<file path="config.mk">
export PLATFORM = sky130hd
export DESIGN_NAME = request_rate_limiter_top
export DESIGN_NICKNAME = d
export VERILOG_FILES = /design/src/rrl_pkg.sv /design/src/request_rate_limiter_top.sv
export SDC_FILE = /design/constraint.sdc
export NUM_CORES = 1
export LEC_CHECK = 0
export BUFFER_PORTS_ARGS = -buffer_cell sky130_fd_sc_hd__buf_2
export CAP_MARGIN = 20
export CORE_MARGIN = 3
export CORE_UTILIZATION = 32
export DETAILED_ROUTE_END_ITERATION = 16
export GPL_TIMING_DRIVEN = 0
export PLACE_DENSITY_LB_ADDON = 0.05
export SLEW_MARGIN = 20
export SYNTH_ARGS = -nofsm -noshare
export SYNTH_HDL_FRONTEND = slang
export SYNTH_SLANG_ARGS = --single-unit
</file>
<file path="constraint.sdc">
create_clock -name i_clk -period 8.8 [get_ports i_clk]
set_input_delay 1.76 -clock i_clk [delete_from_list [all_inputs] [get_ports i_clk]]
set_output_delay 1.76 -clock i_clk [all_outputs]
set_load 0.02 [all_outputs]
</file>
<file path="src/rrl_pkg.sv">
// Shared types and constants for the request rate limiter.
// No dependencies; the top level uses these by scoped name.
package rrl_pkg;

    localparam int SERVICE_SLOTS = 8;
    localparam int SLOT_IDX_W    = $clog2(SERVICE_SLOTS);

    localparam int ID_W      = 16;
    localparam int TIME_W    = 32;
    localparam int SPACING_W = 16;
    localparam int CAP_W     = 10;
    localparam int COUNT_W   = 11;
    localparam int CFG_IDX_W = 1;
    localparam int CFG_DATA_W = 16;

    localparam logic [TIME_W-1:0]  WINDOW_MS = TIME_W'(1000);
    localparam logic [COUNT_W-1:0] COUNT_MAX = {COUNT_W{1'b1}};

    typedef enum logic [1:0] {
        VERDICT_ACCEPT  = 2'd0,
        VERDICT_SPACING = 2'd1,
        VERDICT_CAP     = 2'd2
    } t_verdict;

    typedef enum logic [CFG_IDX_W-1:0] {
        CFG_MIN_SPACING    = 1'b0,
        CFG_MAX_PER_SECOND = 1'b1
    } t_cfg_index;

endpackage

</file>
<file path="src/request_rate_limiter_top.sv">
// Request rate limiter: per-service spacing table plus a one-second request cap.
// Depends on rrl_pkg (types, widths, constants).
//
// Each input beat carries a service id and a millisecond tick. A small sequencer
// drives one shared 32-bit subtract/compare unit: with spacing enabled it walks
// the slot table one slot a cycle from slot 0 (the walk stops at the first
// match), then with the cap enabled and no spacing reject it runs the window
// check and then the saturating count, and last it loads the verdict register
// once that is free. The walk covers the slots up to the first match, or all
// SERVICE_SLOTS when the id is new. The input side stalls from the accepting
// edge until the verdict is loaded; a finished verdict can wait in the output
// register while the next request is taken. Verdict: 0 accepted, 1 rejected by
// spacing, 2 rejected by the per-second cap. Slots reset to id 0 / time 0 and
// carry no valid bit, so id 0 matches slot 0 after reset. Configuration writes
// take effect at once and are meant to happen while the block is idle.
module request_rate_limiter_top (
    input  logic                           i_clk,
    input  logic                           i_rst_n,
    // configuration write port
    input  logic                           i_cfg_we,
    input  logic [rrl_pkg::CFG_IDX_W-1:0]  i_cfg_index,
    input  logic [rrl_pkg::CFG_DATA_W-1:0] i_cfg_data,
    // request channel
    input  logic                           i_in_valid,
    output logic                           o_in_stall,
    input  logic [rrl_pkg::ID_W-1:0]       i_service_id,
    input  logic [rrl_pkg::TIME_W-1:0]     i_now_ms,
    // verdict channel
    output logic                           o_out_valid,
    input  logic                           i_out_stall,
    output logic [1:0]                     o_verdict
);

    typedef enum logic [2:0] {
        S_IDLE,
        S_SCAN,     // one slot per cycle through the shared comparator
        S_WIN,      // window restart check
        S_CNT,      // saturating count and cap compare
        S_OUT       // load verdict register once it is free
    } t_state;

    localparam logic [rrl_pkg::SLOT_IDX_W-1:0] LAST_SLOT =
        rrl_pkg::SLOT_IDX_W'(rrl_pkg::SERVICE_SLOTS - 1);

    // configuration
    logic [rrl_pkg::SPACING_W-1:0] r_min_spacing;
    logic [rrl_pkg::CAP_W-1:0]     r_max_per_sec;

    // slot table
    logic [rrl_pkg::ID_W-1:0]   r_slot_service [rrl_pkg::SERVICE_SLOTS];
    logic [rrl_pkg::TIME_W-1:0] r_slot_seen    [rrl_pkg::SERVICE_SLOTS];
    logic [rrl_pkg::SLOT_IDX_W-1:0] r_insert_ptr;

    // window state
    logic [rrl_pkg::TIME_W-1:0]  r_window_start;
    logic [rrl_pkg::COUNT_W-1:0] r_window_count;

    // sequencer and request latch
    t_state                         r_state;
    logic [rrl_pkg::SLOT_IDX_W-1:0] r_idx;
    logic [rrl_pkg::ID_W-1:0]       r_id;
    logic [rrl_pkg::TIME_W-1:0]     r_now;
    rrl_pkg::t_verdict              r_pend;

    // output register
    logic              r_out_valid;
    rrl_pkg::t_verdict r_verdict;

    // shared subtract unit: operand B picks slot time or window start
    logic [rrl_pkg::TIME_W-1:0]  sub_b;
    logic [rrl_pkg::TIME_W-1:0]  sub_diff;
    logic                        slot_match;
    logic                        gap_short;
    logic                        win_expired;
    logic [rrl_pkg::COUNT_W-1:0] count_inc;
    logic                        in_take;
    logic                        out_free;

    always_comb begin
        sub_b       = (r_state == S_WIN) ? r_window_start : r_slot_seen[r_idx];
        sub_diff    = r_now - sub_b;
        slot_match  = (r_slot_service[r_idx] == r_id);
        gap_short   = (sub_diff < {{(rrl_pkg::TIME_W-rrl_pkg::SPACING_W){1'b0}},
                                   r_min_spacing});
        win_expired = (sub_diff > rrl_pkg::WINDOW_MS);
        count_inc   = (r_window_count != rrl_pkg::COUNT_MAX) ?
                      r_window_count + rrl_pkg::COUNT_W'(1) : r_window_count;
        in_take     = i_in_valid && (r_state == S_IDLE);
        out_free    = !r_out_valid || !i_out_stall;
    end

    assign o_in_stall  = (r_state != S_IDLE);
    assign o_out_valid = r_out_valid;
    assign o_verdict   = r_verdict;

    always_ff @(posedge i_clk) begin
        if (!i_rst_n) begin
            r_min_spacing  <= '0;
            r_max_per_sec  <= '0;
            for (int k = 0; k < rrl_pkg::SERVICE_SLOTS; k++) begin
                r_slot_service[k] <= '0;
                r_slot_seen[k]    <= '0;
            end
            r_insert_ptr   <= '0;
            r_window_start <= '0;
            r_window_count <= '0;
            r_state        <= S_IDLE;
            r_idx          <= '0;
            r_pend         <= rrl_pkg::VERDICT_ACCEPT;
            r_out_valid    <= 1'b0;
            r_verdict      <= rrl_pkg::VERDICT_ACCEPT;
        end else begin
            if (i_cfg_we) begin
                unique case (rrl_pkg::t_cfg_index'(i_cfg_index))
                    rrl_pkg::CFG_MIN_SPACING:    r_min_spacing <= i_cfg_data;
                    rrl_pkg::CFG_MAX_PER_SECOND:
                        r_max_per_sec <= i_cfg_data[rrl_pkg::CAP_W-1:0];
                    default: ;
                endcase
            end

            // in S_OUT a drained register is refilled below instead
            if (r_out_valid && !i_out_stall && r_state != S_OUT) begin
                r_out_valid <= 1'b0;
            end

            unique case (r_state)
                S_IDLE: begin
                    if (in_take) begin
                        r_id   <= i_service_id;
                        r_now  <= i_now_ms;
                        r_idx  <= '0;
                        r_pend <= rrl_pkg::VERDICT_ACCEPT;
                        if (r_min_spacing != '0) begin
                            r_state <= S_SCAN;
                        end else if (r_max_per_sec != '0) begin
                            r_state <= S_WIN;
                        end else begin
                            r_state <= S_OUT;
                        end
                    end
                end
                S_SCAN: begin
                    if (slot_match && gap_short) begin
                        r_pend  <= rrl_pkg::VERDICT_SPACING;
                        r_state <= S_OUT;
                    end else if (slot_match || r_idx == LAST_SLOT) begin
                        if (slot_match) begin
                            r_slot_seen[r_idx] <= r_now;
                        end else begin
                            // new id: round-robin replacement
                            r_slot_service[r_insert_ptr] <= r_id;
                            r_slot_seen[r_insert_ptr]    <= r_now;
                            r_insert_ptr <= (r_insert_ptr == LAST_SLOT) ?
                                            '0 : r_insert_ptr + 1'b1;
                        end
                        r_state <= (r_max_per_sec != '0) ? S_WIN : S_OUT;
                    end else begin
                        r_idx <= r_idx + 1'b1;
                    end
                end
                S_WIN: begin
                    if (win_expired) begin
                        r_window_start <= r_now;
                        r_window_count <= '0;
                    end
                    r_state <= S_CNT;
                end
                S_CNT: begin
                    r_window_count <= count_inc;
                    if (count_inc > {1'b0, r_max_per_sec}) begin
                        r_pend <= rrl_pkg::VERDICT_CAP;
                    end
                    r_state <= S_OUT;
                end
                S_OUT: begin
                    if (out_free) begin
                        r_out_valid <= 1'b1;
                        r_verdict   <= r_pend;
                        r_state     <= S_IDLE;
                    end
                end
                default: r_state <= S_IDLE;
            endcase
        end
    end

    // ---- assertions ----
    a_spacing_needs_enable: assert property (@(posedge i_clk) disable iff (!i_rst_n)
        (o_out_valid && o_verdict == rrl_pkg::VERDICT_SPACING) |-> (r_min_spacing != '0))
        else $error("spacing reject while spacing check disabled");

    a_cap_needs_enable: assert property (@(posedge i_clk) disable iff (!i_rst_n)
        (o_out_valid && o_verdict == rrl_pkg::VERDICT_CAP) |-> (r_max_per_sec != '0))
        else $error("cap reject while cap disabled");

    a_busy_after_take: assert property (@(posedge i_clk) disable iff (!i_rst_n)
        (i_in_valid && !o_in_stall) |=> o_in_stall)
        else $error("request taken without entering busy state");

    a_verdict_code: assert property (@(posedge i_clk) disable iff (!i_rst_n)
        o_out_valid |-> (o_verdict == rrl_pkg::VERDICT_ACCEPT ||
                         o_verdict == rrl_pkg::VERDICT_SPACING ||
                         o_verdict == rrl_pkg::VERDICT_CAP))
        else $error("undefined verdict code on output");

endmodule

</file>
==> impl_metrics.json <==
{
  "crit_end": "r_slot_seen[5][28]",
  "ant_nets": 0,
  "grt_max_degree": 31,
  "peakVddDrop_v": 0.000143,
  "final_common_cell": "edfxtp_1",
  "worstPathRequired_ns": 9.18,
  "nets": 2378,
  "fin_setup_tns_ns": 0,
  "rows": 103,
  "synth_seq_cells": 518,
  "ctsLongestPathBuffers": 3,
  "port_buffers": 73,
  "clk_latency_ns": 0.66,
  "place_inst": 3231,
  "wl_per_cell_um": 24.0,
  "syn-cell-area_mm2": 0.0260,
  "cts_tree": "done",
  "r2r-end": "r_slot_seen[5][28]",
  "area_growth_pct": 17.1,
  "rr_worst_depth": 25,
  "criticalPathCategory": "reg -> reg",
  "yosys.area.top_type_share": 0.499,
  "drive_above_1_share": 0.168,
  "hold_violations": 0,
  "routed_wl_um": 80100,
  "grt_pass1_wl_um": 119000,
  "cp_top_family": "buffers and inverters",
  "synth.avg_cell_area_um2": 12.5,
  "coreArea_mm2": 0.0798,
  "vias": 17050,
  "ys_async_sr_fraction": 0,
  "die_h_um": 291,
  "hpwl_um": 56600,
  "drc": 0,
  "finalSetupViolCount": 0,
  "p_comb_frac": 0.193,
  "crit_fanout": 10,
  "overflow": 0,
  "syn_inst": 2085,
  "dieArea_mm2": 0.0847,
  "pwr_density_cell_mw_per_mm2": 220,
  "grt_pass1_vias": 17623,
  "final_cell_mix": "432 x edfxtp_1, 371 x and2_1, 199 x nand2_1, 98 x buf_2, 94 x mux2i_1",
  "fill_cells": 7612,
  "rrSetupSlack_ns": 0.82,
  "p_leak_nw": 11.0,
  "antenna_found_initial": 4,
  "yosysTopAreaCell": "edfxtp_1",
  "drt_iter0_drc": 1162,
  "die_w_um": 291,
  "crit_buf_inv": 5,
  "ioPinCount": 74,
  "finalMaxSlewViolations": 0,
  "rsz0062_at_grt": "false",
  "post-route-min-period_ns": 7.98,
  "pwr-share-clk": 0.383,
  "path_depth": 25,
  "slowest_stage": "or4bb_1",
  "synth_cell_types": 88,
  "status": "completed",
  "p_sw_frac": 0.293,
  "switchingPower_mw": 1.96,
  "ys.flop_type": "edfxtp_1",
  "p_seq_frac": 0.425,
  "finClkSkew_ns": 0.0434,
  "finish.utilization": 0.382,
  "clock-sinks": 518,
  "intPower_mw": 4.73,
  "crit_path_start_kind": "register",
  "final_cells": 3343,
  "hold_ws_ns": 0.458,
  "start_util": 0.326,
  "root_buffer": "clkbuf_16",
  "drv_cap": 0,
  "yosys_warnings": 0,
  "slew_headroom": 0.230,
  "gp_congestion": 0.879,
  "finalPower_mw": 6.69,
  "grt_use_total": 0.188,
  "firstDrtPassIters": 5,
  "cts_buffers": 61,
  "holdCritPathClass": "reg -> reg",
  "synth_seq_area_share": 0.565,
  "tightestPinTransition_ns": 1.15,
  "cp.arrival_ns": 8.37,
  "vias_per_cell": 5.10,
  "critPathCaptureType": "register",
  "slowest_delay_ns": 0.61,
  "path_clk_slew_ns": 0.06,
  "fmax_mhz": 125,
  "synth_edf_count": 432,
  "period_share": 0.907,
  "h-tree-depth": 2,
  "synth_nets": 2218,
  "synth_area_leaders": "edfxtp_1 50%, and2_1 8.9%, mux4_2 7.3%"
}
## logic make-up (layout without fill, tap and decap cells)
group	count (synthesis)	count (layout)	share of synthesized area
buffers and inverters	154	360	0.0281
muxes	192	192	0.115
DFF	518	518	0.565
other	0	2	0
and+or+nand+nor	824	824	0.172
adders and majority gates	63	63	0.0306
xor gates and xnor gates	39	39	0.0131
AOI/OAI and AO/OA	295	295	0.0761
## cell type report
type	instances	area (µm²)	area share
antenna	2	5.00	0.000164
buffer	117	603	0.0198
clock buffer	70	1570	0.0516
clock inverter	39	455	0.0150
inverter	37	139	0.00456
multi-input combinational	1413	10700	0.353
sequential	518	14700	0.483
tap	1050	1310	0.0432
timing repair buffer	97	920	0.0302
## worst min-delay path by stage
stage | slack [ns] | from | endpoint | cells after the start
after floorplan | 0.43 | r_window_start[0] | r_window_start[0] | 2
after global placement | 0.44 | r_window_start[21] | r_window_start[21] | 2
after detailed placement | 0.45 | r_window_start[2] | r_window_start[2] | 2
after CTS | 0.46 | r_window_start[0] | r_window_start[0] | 2
after global routing | 0.47 | r_window_start[1] | r_window_start[1] | 2
final | 0.46 | r_window_start[25] | r_window_start[25] | 2
## synthesized netlist by cell type, types with 10 or more instances
master,count
o211ai_1,11
o21a_1,10
nand4_1,20
nor3_1,26
nand2_1,199
xnor2_1,27
o21ai_0,51
mux4_2,84
mux2_2,14
and3_1,23
buf_2,19
nand2b_1,15
nand3_1,25
nor2_1,84
ha_1,62
clkbuf_1,69
o21ai_1,10
a21boi_0,42
buf_6,15
dfxtp_1,86
a21o_1,19
xor2_1,12
mux2i_1,94
nor4_1,18
and2_1,371
inv_1,35
edfxtp_1,432
a21oi_1,76
## power by group through the flow
stage	Clock, mW	Combinational, mW	Sequential, mW
finish	2.56	1.29	2.84
global route	2.74	1.42	2.86
CTS	2.63	1.30	2.85
detailed placement	0	1.29	2.90
global placement	0	1.25	2.91
floorplan	0	0.854	2.86
## layer usage
layer	routed length, µm	share of wire	global-route usage	vias to the layer above
met3	3460	0.043	0.0249	106
li1	-	-	-	8001
met4	2360	0.029	0.0560	0
met5	0	0	0	-
met2	38300	0.48	0.311	391
met1	35900	0.45	0.258	8552
## state kept, by name, indices dropped and copies added (netlist names), named ones only
register	count
r_window_start	32
r_idx	3
r_now	32
r_min_spacing	16
r_slot_seen	256
o_out_valid	1
r_state	3
o_verdict	2
r_id	16
r_max_per_sec	10
r_insert_ptr	3
r_slot_service	128
r_window_count	11
r_pend	2
## through the flow
stage	instance area (µm²)	worst slack [ns]
after floorplan	26000	1.08
after global placement	27700	-4.37
after detailed placement	28400	0.293
after CTS	30400	0.276
after global routing	30400	0.268
final	30400	0.815
## what timing repair did
action,4_1_cts,5_1_grt
hold buffers,0,0
setup endpoints to repair,0,74
resized for setup,0,4
setup buffers,0,0
## worst reg2reg max path, delay by kind of cell, from the launching register on
kind            cells  cell delay, ns
flops               1            0.31
fa+ha+maj           2            0.67
buf+inv             5            1.99
compound gates      8            1.56
mux                 2            0.84
xor+xnor            1            0.37
simple gates        7            1.99
Note: power is estimated with default switching activity, not from simulation.
